==> src/hw/rtl/mmn_pkg.sv <==
`timescale 1ns / 1ps
// ----------------------------------------------------------------------------
// mmn_pkg
// Shared types and constants of the min-max normaliser: word layouts of the
// sample and result channels and the widths of the serial divider.
// ----------------------------------------------------------------------------
package mmn_pkg;

    localparam int SAMPLE_W  = 16;
    localparam int Q_FRAC    = 16;
    localparam int Q_W       = Q_FRAC + 1;
    // one integer quotient bit, then one bit per fraction position
    localparam int DIV_STEPS = Q_FRAC + 1;
    localparam int STEP_W    = $clog2(DIV_STEPS);

    typedef struct packed {
        logic signed [SAMPLE_W-1:0] sample_value;
        logic                       is_last;
    } sample_t;

    typedef struct packed {
        logic [Q_W-1:0] normalised_value;
        logic           divide_by_zero;
        logic           overflow_dropped;
        logic           last_result;
    } result_t;

endpackage

==> src/hw/rtl/mmn_ram.sv <==
`timescale 1ns / 1ps
// ----------------------------------------------------------------------------
// mmn_ram
// Generic single-write, single-read RAM with a registered read port.
// ----------------------------------------------------------------------------
module mmn_ram #(
    parameter int WIDTH = 16,
    parameter int DEPTH = 64
) (
    input  logic                                    clk,
    input  logic                                    we,
    input  logic [((DEPTH > 1) ? $clog2(DEPTH) : 1)-1:0] waddr,
    input  logic [WIDTH-1:0]                        wdata,
    input  logic [((DEPTH > 1) ? $clog2(DEPTH) : 1)-1:0] raddr,
    output logic [WIDTH-1:0]                        rdata
);

    logic [WIDTH-1:0] mem [DEPTH];

    always_ff @(posedge clk)
    begin
        if (we)
        begin
            mem[waddr] <= wdata;
        end
        rdata <= mem[raddr];
    end

endmodule

==> src/hw/rtl/mmn_div.sv <==
`timescale 1ns / 1ps
// ----------------------------------------------------------------------------
// mmn_div
// Bit-serial restoring divider: one quotient bit per cycle, giving
// (x << Q_FRAC) / divisor for x <= divisor as an unsigned Q1.16 value.
// ----------------------------------------------------------------------------
module mmn_div (
    input  logic                         clk,
    input  logic                         rst_n,
    input  logic                         start,
    input  logic [mmn_pkg::SAMPLE_W-1:0] x,
    input  logic [mmn_pkg::SAMPLE_W-1:0] divisor,
    output logic                         done,
    output logic [mmn_pkg::Q_W-1:0]      quotient
);
    import mmn_pkg::*;

    logic [SAMPLE_W:0]   rem_reg, rem_next;
    logic [Q_W-1:0]      q_reg, q_next;
    logic [STEP_W-1:0]   step_reg, step_next;
    logic                busy_reg, busy_next;
    logic                done_reg, done_next;
    logic [SAMPLE_W+1:0] diff;
    logic                ge;
    logic [SAMPLE_W:0]   rem_sel;

    assign diff    = {1'b0, rem_reg} - {2'b00, divisor};
    assign ge      = ~diff[SAMPLE_W+1];
    assign rem_sel = ge ? diff[SAMPLE_W:0] : rem_reg;

    always_comb
    begin
        rem_next  = rem_reg;
        q_next    = q_reg;
        step_next = step_reg;
        busy_next = busy_reg;
        done_next = 1'b0;
        if (start)
        begin
            rem_next  = {1'b0, x};
            step_next = '0;
            busy_next = 1'b1;
        end
        else if (busy_reg)
        begin
            // remainder stays below the divisor, so the shift never loses a bit
            rem_next = {rem_sel[SAMPLE_W-1:0], 1'b0};
            q_next   = {q_reg[Q_W-2:0], ge};
            if (step_reg == STEP_W'(DIV_STEPS - 1))
            begin
                busy_next = 1'b0;
                done_next = 1'b1;
            end
            else
            begin
                step_next = step_reg + STEP_W'(1);
            end
        end
    end

    always_ff @(posedge clk or negedge rst_n)
    begin
        if (!rst_n)
        begin
            step_reg <= '0;
            busy_reg <= 1'b0;
            done_reg <= 1'b0;
        end
        else
        begin
            step_reg <= step_next;
            busy_reg <= busy_next;
            done_reg <= done_next;
        end
    end

    always_ff @(posedge clk)
    begin
        rem_reg <= rem_next;
        q_reg   <= q_next;
    end

    assign done     = done_reg;
    assign quotient = q_reg;

endmodule

==> src/hw/rtl/min_max_normaliser.sv <==
`timescale 1ns / 1ps
// Load: one sample word per cycle; sample_stall stays low until the last word of a set.
// After the last word: results follow one sample at a time, each through ram read,
// operand, 17 steps of the bit-serial divider and output load (held while result_stall).
// Reset: rst_n asynchronous, active low; clears the set and the handshakes,
// sample ram contents are kept and only entries written in the current set are read.
// ----------------------------------------------------------------------------
// min_max_normaliser
// Buffers a set of signed samples, tracks their min and max, and on the last
// word emits every buffered sample scaled into [0, 1] as unsigned Q1.16.
// ----------------------------------------------------------------------------
module min_max_normaliser #(
    parameter int BUFFER_DEPTH = 64
) (
    input  logic              clk,
    input  logic              rst_n,
    input  logic              sample_valid,
    output logic              sample_stall,
    input  mmn_pkg::sample_t  sample,
    output logic              result_valid,
    input  logic              result_stall,
    output mmn_pkg::result_t  result
);
    import mmn_pkg::*;

    localparam int IDX_W = (BUFFER_DEPTH > 1) ? $clog2(BUFFER_DEPTH) : 1;
    localparam int CNT_W = $clog2(BUFFER_DEPTH + 1);

    typedef enum logic [5:0] {
        ST_LOAD  = 6'b000001,
        ST_PREP  = 6'b000010,
        ST_READ  = 6'b000100,
        ST_START = 6'b001000,
        ST_DIV   = 6'b010000,
        ST_PUSH  = 6'b100000
    } state_t;

    state_t                     state_reg, state_next;
    logic [CNT_W-1:0]           count_reg, count_next;
    logic [CNT_W-1:0]           k_reg, k_next;
    logic signed [SAMPLE_W-1:0] min_reg, min_next;
    logic signed [SAMPLE_W-1:0] max_reg, max_next;
    logic                       ovf_reg, ovf_next;
    logic signed [SAMPLE_W-1:0] offset_reg, offset_next;
    logic [SAMPLE_W-1:0]        divisor_reg, divisor_next;
    logic                       dz_reg, dz_next;
    logic                       result_valid_reg, result_valid_next;
    result_t                    result_reg, result_next;

    logic                       accept;
    logic                       ram_we;
    logic [SAMPLE_W-1:0]        ram_rdata;
    logic signed [SAMPLE_W-1:0] off_sel;
    logic [SAMPLE_W:0]          span;
    logic [SAMPLE_W:0]          shifted;
    logic [SAMPLE_W-1:0]        div_x;
    logic                       div_start;
    logic                       div_done;
    logic [Q_W-1:0]             div_q;
    logic                       k_last;

    assign accept = sample_valid && (state_reg == ST_LOAD);
    assign ram_we = accept && (count_reg != CNT_W'(BUFFER_DEPTH));

    mmn_ram #(
        .WIDTH (SAMPLE_W),
        .DEPTH (BUFFER_DEPTH)
    ) u_store (
        .clk   (clk),
        .we    (ram_we),
        .waddr (count_reg[IDX_W-1:0]),
        .wdata (sample.sample_value),
        .raddr (k_reg[IDX_W-1:0]),
        .rdata (ram_rdata)
    );

    // offset is the minimum only when it is negative
    assign off_sel = min_reg[SAMPLE_W-1] ? min_reg : '0;
    assign span    = {max_reg[SAMPLE_W-1], max_reg} - {off_sel[SAMPLE_W-1], off_sel};
    assign shifted = {ram_rdata[SAMPLE_W-1], ram_rdata}
                   - {offset_reg[SAMPLE_W-1], offset_reg};
    assign div_x   = shifted[SAMPLE_W] ? '0 : shifted[SAMPLE_W-1:0];

    assign div_start = (state_reg == ST_START);

    mmn_div u_div (
        .clk      (clk),
        .rst_n    (rst_n),
        .start    (div_start),
        .x        (div_x),
        .divisor  (divisor_reg),
        .done     (div_done),
        .quotient (div_q)
    );

    assign k_last = (CNT_W'(k_reg + CNT_W'(1)) == count_reg);

    always_comb
    begin
        state_next        = state_reg;
        count_next        = count_reg;
        k_next            = k_reg;
        min_next          = min_reg;
        max_next          = max_reg;
        ovf_next          = ovf_reg;
        offset_next       = offset_reg;
        divisor_next      = divisor_reg;
        dz_next           = dz_reg;
        result_next       = result_reg;
        result_valid_next = result_valid_reg && result_stall;

        unique case (state_reg)
            ST_LOAD:
            begin
                if (accept)
                begin
                    if (ram_we)
                    begin
                        if (count_reg == '0)
                        begin
                            min_next = sample.sample_value;
                            max_next = sample.sample_value;
                        end
                        else
                        begin
                            if (sample.sample_value < min_reg)
                            begin
                                min_next = sample.sample_value;
                            end
                            if (sample.sample_value > max_reg)
                            begin
                                max_next = sample.sample_value;
                            end
                        end
                        count_next = count_reg + CNT_W'(1);
                    end
                    else
                    begin
                        ovf_next = 1'b1;
                    end
                    if (sample.is_last)
                    begin
                        state_next = ST_PREP;
                    end
                end
            end
            ST_PREP:
            begin
                offset_next  = off_sel;
                divisor_next = span[SAMPLE_W-1:0];
                dz_next      = (span[SAMPLE_W-1:0] == '0);
                k_next       = '0;
                state_next   = ST_READ;
            end
            ST_READ:
            begin
                state_next = ST_START;
            end
            ST_START:
            begin
                state_next = ST_DIV;
            end
            ST_DIV:
            begin
                if (div_done)
                begin
                    state_next = ST_PUSH;
                end
            end
            ST_PUSH:
            begin
                if (!result_valid_reg || !result_stall)
                begin
                    result_valid_next            = 1'b1;
                    result_next.normalised_value = dz_reg ? '0 : div_q;
                    result_next.divide_by_zero   = dz_reg;
                    result_next.overflow_dropped = ovf_reg;
                    result_next.last_result      = k_last;
                    if (k_last)
                    begin
                        // set done, start over empty
                        count_next = '0;
                        k_next     = '0;
                        min_next   = '0;
                        max_next   = '0;
                        ovf_next   = 1'b0;
                        state_next = ST_LOAD;
                    end
                    else
                    begin
                        k_next     = k_reg + CNT_W'(1);
                        state_next = ST_READ;
                    end
                end
            end
            default:
            begin
                state_next = ST_LOAD;
            end
        endcase
    end

    always_ff @(posedge clk or negedge rst_n)
    begin
        if (!rst_n)
        begin
            state_reg        <= ST_LOAD;
            count_reg        <= '0;
            k_reg            <= '0;
            min_reg          <= '0;
            max_reg          <= '0;
            ovf_reg          <= 1'b0;
            dz_reg           <= 1'b0;
            result_valid_reg <= 1'b0;
        end
        else
        begin
            state_reg        <= state_next;
            count_reg        <= count_next;
            k_reg            <= k_next;
            min_reg          <= min_next;
            max_reg          <= max_next;
            ovf_reg          <= ovf_next;
            dz_reg           <= dz_next;
            result_valid_reg <= result_valid_next;
        end
    end

    always_ff @(posedge clk)
    begin
        offset_reg  <= offset_next;
        divisor_reg <= divisor_next;
        result_reg  <= result_next;
    end

    assign sample_stall = (state_reg != ST_LOAD);
    assign result_valid = result_valid_reg;
    assign result       = result_reg;

endmodule

==> config.mk <==
export PLATFORM = sky130hd
export DESIGN_NAME = min_max_normaliser
export DESIGN_NICKNAME = d
export VERILOG_FILES = /design/src/hw/rtl/mmn_pkg.sv /design/src/hw/rtl/mmn_ram.sv /design/src/hw/rtl/mmn_div.sv /design/src/hw/rtl/min_max_normaliser.sv
export SDC_FILE = /design/constraint.sdc
export NUM_CORES = 1
export LEC_CHECK = 0
export BUFFER_PORTS_ARGS = -buffer_cell sky130_fd_sc_hd__buf_2
export CAP_MARGIN = 5
export CORE_MARGIN = 1
export CORE_UTILIZATION = 45
export CTS_BUF_LIST = sky130_fd_sc_hd__clkbuf_8
export DETAILED_ROUTE_END_ITERATION = 8
export GPL_TIMING_DRIVEN = 0
export PLACE_DENSITY = 0.6
export REMOVE_ABC_BUFFERS = 1
export SYNTH_ARGS = -nofsm -noshare
export SYNTH_HDL_FRONTEND = slang
export SYNTH_HIERARCHICAL = 1
export SYNTH_SLANG_ARGS = --single-unit
==> constraint.sdc <==
create_clock -name clk -period 3.6 [get_ports clk]
set_input_delay 0.72 -clock clk [delete_from_list [all_inputs] [get_ports clk]]
set_output_delay 0.72 -clock clk [all_outputs]
set_load 0.01 [all_outputs]
-- Word-level counts from Yosys, hierarchy flattened
Memories as Yosys holds them, arrays and structs flattened. A register that Yosys moved wholly into a read port is not among the register bits.
Cells that the tools add are included.
Widths: inputs -> output; s select.
- memories kept: 1
- input port bits: 21
- bits in writable memories: 1024
- output and inout bits: 22
- register bits after elaboration: 148
- memory list (name ; depth ; bits a word ; rd ports ; clocked after Yosys merged registers in ; wr ports ; line ; text):
    u_store.mem ; 64 ; 16 ; 1 ; 1 ; 1 ; mmn_ram.sv:18 ; logic [WIDTH-1:0] mem [DEPTH];
- $lt $le $gt $ge: 2
- add/sub/neg operators: 6
- reductions and logical operators: 20
- multiplexer cells: 49
- equal/unequal tests: 20
- bitwise operators: 2
- operators by type and width (cell ; number):
    $mux 16 ; 15
    $pmux 16 s2 ; 2
    $mux 7 ; 6
    $pmux 6 s6 ; 1
    $pmux 7 s2 ; 2
    $mux 6 ; 4
    $sub 17x16->18 ; 1
    $sub 16x16->17 ; 1
    $gt 16x16->1 ; 1
    $logic_not 16->1 ; 1
    $lt 16x16->1 ; 1
    $sub 16x16->16 ; 1
    $mux 5 ; 3
    $add 7x1->7 const B ; 2
    $mux 1 ; 14
    $ne 2x2->1 const B ; 7
    $reduce_and 6->1 ; 2
    $reduce_and 5->1 ; 2
    $reduce_and 2->1 ; 4
    $eq 7x7->1 ; 1
    $logic_not 7->1 ; 1
    $ne 7x7->1 const B ; 1
    $eq 6x1->1 const B ; 1
    $eq 6x2->1 const B ; 1
    other kinds (17) ; 24

-- Longest topological paths before layout
- depth after elaboration: 6
- gate-level depth with buffers: 15
- depth with buffers taken out: 14

-- Modules after synthesis
The synthesis kept the hierarchy.
- by module, submodules not included (module ; area each (um2) ; instances ; cells an instance ; seq. area each (um2)):
    mmn_ram ; 40042.2 ; 1 ; 1829 ; 31069.8
    min_max_normaliser ; 6860.3 ; 1 ; 695 ; 2939.1
    mmn_div ; 2738.9 ; 1 ; 262 ; 1186.1

-- Worst setup path after synthesis
Ideal clock, no wire load.
- kind: register -> register
- from: register state_reg[3]
- to: memory u_store.mem[49][0] (enable)
- library setup time: 0.409 ns
- arrival: 2.991 ns
- required time: 3.191 ns
- setup slack: 0.200 ns
- stages on the path, launching flop included: 10
- path buffers: 0
- path through: dfrtp_1 nor4_1 nand2_2 inv_1 nand2_1 a21o_2 clkinv_1 nor2b_1 nand4_1 nor3_1
- cells in the longest elaborated chain, start to end: 5
- ends and longest elaborated chain (element ; line ; text):
    start, declared ; min_max_normaliser.sv:38 ; state_t state_reg, state_next;
    start signal, assigned ; min_max_normaliser.sv:218 ; state_reg <= state_next;
    $eq 6x1->1 ; min_max_normaliser.sv:62 ; assign accept = sample_valid && (state_reg == ST_LOAD);
    $logic_and 1x1->1 ; min_max_normaliser.sv:62 ;
    $logic_and 1x1->1 ; min_max_normaliser.sv:63 ; assign ram_we = accept && (count_reg != CNT_W'(BUFFER_DEPTH));
    via ram_we ; min_max_normaliser.sv:51 ; logic ram_we;
    $mux 1 ; mmn_ram.sv:22 ; if (we)
    $mux 1 (not written as such) ; mmn_ram.sv:24 ; mem[waddr] <= wdata;
    end, declared ; mmn_ram.sv:18 ;
The timed path passes the listed nets, and every way through them passes these cells.

==> flow_metrics.tcl <==
set metrics [dict create \
    finalSetupViolCount 0 \
    maxCapViolCount 0 \
    die-area_mm2 0.112 \
    worstReg2RegStart "k_reg[2]" \
    synth.top_cell.area_share 0.671 \
    routedWlPerCell_um 25.7 \
    cp-end-kind "flip-flop" \
    cts.sinks 1188 \
    async_reset_ff_frac 0.0522 \
    yosys-top-cells-area "edfxtp_1, mux4_2, dfrtp_1" \
    rr_worst_depth 8 \
    min_path_type "input port to flip-flop" \
    irDropWorstVdd_v 0.000355 \
    area_delta_synth_final_pct 14.0 \
    worst-endpoint-arrival_ns 4.18 \
    overflow 0 \
    syn_area_mm2 0.0496 \
    clock_skew_ns 0.0379 \
    register_area_mm2 0.0352 \
    synth_warnings 6 \
    cts_max_level 4 \
    wl_mm 119 \
    fp.dieH_um 334 \
    timing.rr.end "u_store/rdata[0]" \
    worst-r2r-setup-slack_ns 0.05 \
    fillers 8700 \
    drv_slew 0 \
    antenna_found_initial 2 \
    cts_tree "done" \
    wl_met1_mm 49.7 \
    track_usage 0.215 \
    dp_cells 4243 \
    drtAntennaViolNets 0 \
    total_power_mw 29.8 \
    core_mm2 0.109 \
    max_freq_mhz 282 \
    cp.required_ns 4.23 \
    grt_pass1_vias 27200 \
    grt_pass1_wl_mm 177 \
    cp_slowest_stage_delay_ns 0.62 \
    power_density_mw_per_mm2 526 \
    crit_slowest_cell "dfrtp_4" \
    worstPathCellList "buf_16 > buf_16 > buf_16 > mux4_2 > mux2i_1 > a22oi_1 > a31oi_2 > a311oi_1" \
    max-slew-margin-rel 0.127 \
    synth_edf_count 1109 \
    cts_root_buffer "clkbuf_8" \
    fin_nets 3105 \
    grt_start_max_net_pins 69 \
    io_buffers 42 \
    synth_flop_cell "edfxtp_1" \
    final_hold_viol_count 0 \
    yosysUniqueCellTypes 103 \
    cts_buffer_depth 3 \
    clkLatencyLatePin_ns 0.87 \
    synth_seq_area_share 0.709 \
    worstHoldPathCells 5 \
    chipWidth_um 334 \
    status "finished, final reports clean" \
    start_util 0.455 \
    final.min_clock_period_ns 3.55 \
    min-delay-start "sample[0]" \
    setup_ws_ns 0.0534 \
    pre_cts_ws_ns -1.11 \
    syn_inst 2786 \
    fin_crit_sh 0.985 \
    cp_common_cell "buf_16" \
    largest_register_ffs 1024 \
    layout-drive-gt1-share 0.247 \
    worstMarginPinSlew_ns 1.31 \
    wl_met3_mm 7.44 \
    p_leak_nw 18.5 \
    routed.top_layer "met5" \
    cp_max_fo 66 \
    cts_made_buffers 188 \
    crit_path_start_kind "flip-flop" \
    ioPinCount 43 \
    min_delay_worst_endpoint "state_reg[1]" \
    ys_ff_latch 1188 \
    drt-pass1-iter-count 7 \
    via_count 26600 \
    drcViolationCount 0 \
    wl_met2_mm 58.8 \
    viasPerCell 5.75 \
    setup.worst_path.class "flip-flop to flip-flop" \
    clk_pin_slew_ns 0.06 \
    initialDrtViolationCount 2567 \
    stdcell_count 4633 \
    routabilityCongestion 0.831 \
    yosysTopAreaCell "edfxtp_1" \
    setup.worst_path.start "k_reg[2]" \
    syn_avg_cell_area_um2 17.8 \
    multi_input_area_mm2 0.0136 \
    dp_hpwl_mm 73.7 \
    rows 121 \
]
-- power by group --
part | switching [mW] | internal [mW]
Clock | 5.25 | 5.10
Combinational | 2.30 | 1.49
Sequential | 0.181 | 15.4
Total | 7.74 | 22.0
-- cell usage after synthesis (all sizes together), types with 5 or more instances --
cell     instances
xnor2           28
mux4           224
xor2            23
inv            105
edfxtp        1109
o211ai           8
and3             7
nand3           40
a221oi          17
nand2b          15
nor4             8
a31oi           20
a311oi           9
and4             5
nor3            18
a41oi            7
clkbuf          44
nand4           23
nand4b           8
o311ai           8
a211oi          20
a22o            22
mux2            29
nor2           134
nand2          147
o31ai            6
a221o            8
mux2i          102
dfrtp           61
o2111ai          5
a211o           11
buf             90
ha              83
or2              6
nor2b           58
a21o            26
o21ai           61
o21a             7
o21bai           5
a22oi           39
and2            10
dfxtp           17
a21oi           66
-- final cells by class --
cell class                      count  area share
Inverter                          106     0.00721
Clock inverter                    152      0.0127
Sequential cell                  1188       0.623
Antenna cell                        3    0.000133
Timing Repair Buffer              155      0.0371
Tap cell                         1476      0.0326
Multi-Input combinational cell   1359       0.241
Clock buffer                      194      0.0472
-- layout by cell type, fill, tap and decap left out, types with 34 or more instances in the layout --
cell / n
edfxtp_1: 1109
mux4_2: 220
clkbuf_8: 194
inv_1: 175
nand2_1: 141
mux2i_1: 100
ha_1: 83
nor2_1: 67
a21oi_1: 61
nor2b_1: 54
clkinv_1: 52
o21ai_0: 51
dfrtp_1: 49
a22oi_1: 39
buf_8: 37
nand3_1: 35
nor2_2: 34
-- worst max path at each step --
stage                          end  slack (ns)  cells after the start
2_1_floorplan           max_reg[0]       -8.89                      9
3_3_place_gp     u_store/rdata[11]      -14.80                      4
3_5_place_dp            max_reg[0]       -1.11                     10
4_1_cts        u_store/mem[52][10]       -0.16                      9
5_1_grt          u_div/rem_reg[14]      -0.006                     12
6_report          u_store/rdata[0]        0.05                      8
-- metal layers --
| layer | vias up | global-route usage |
|---|---|---|
| met5 | - | 0 |
| li1 | 11600 | - |
| met1 | 14000 | 0.290 |
| met4 | 2 | 0.0711 |
| met3 | 176 | 0.0383 |
| met2 | 872 | 0.355 |
-- what timing repair did --
item / CTS / global route
pin swaps: 12 / 10
hold buffers: 1 / 0
setup buffers: 23 / 14
resized for setup: 50 / 22
gates cloned: 2 / 1
endpoints found under the setup margin: 841 / 636
endpoints found under the hold margin: 61 / 0
-- metrics by stage --
stage	TNS (ns)	utilization	hold WS [ns]	cell area, µm²
5_1_grt	-0.00615	0.518	0.254	56600
2_1_floorplan	-596.27	-	0.418	48700
4_1_cts	-16.54	0.515	0.184	56200
3_5_place_dp	-213.79	0.479	0.427	52300
6_report	0	0.518	0.281	56600
3_3_place_gp	-1745.90	0.465	0.422	50800
-- cells by family (layout without fill, tap and decap cells) --
kind of cell	count (synthesis)	count (layout)	synth area share
fa+ha+maj	86	86	0.0221
xor+xnor	51	51	0.00900
buf+inv	241	607	0.0271
simple gates	498	498	0.0500
other cells	0	3	0
flops	1188	1188	0.709
mux	355	355	0.129
compound gates	367	369	0.0536
-- critical path, delay by kind of cell, from the launching register on --
family / cells / cell delay [ns]
compound gates: 3 / 0.81
buf+inv: 3 / 1.00
flops: 1 / 0.62
mux: 2 / 0.85
Power figures use the tool's default switching activity.
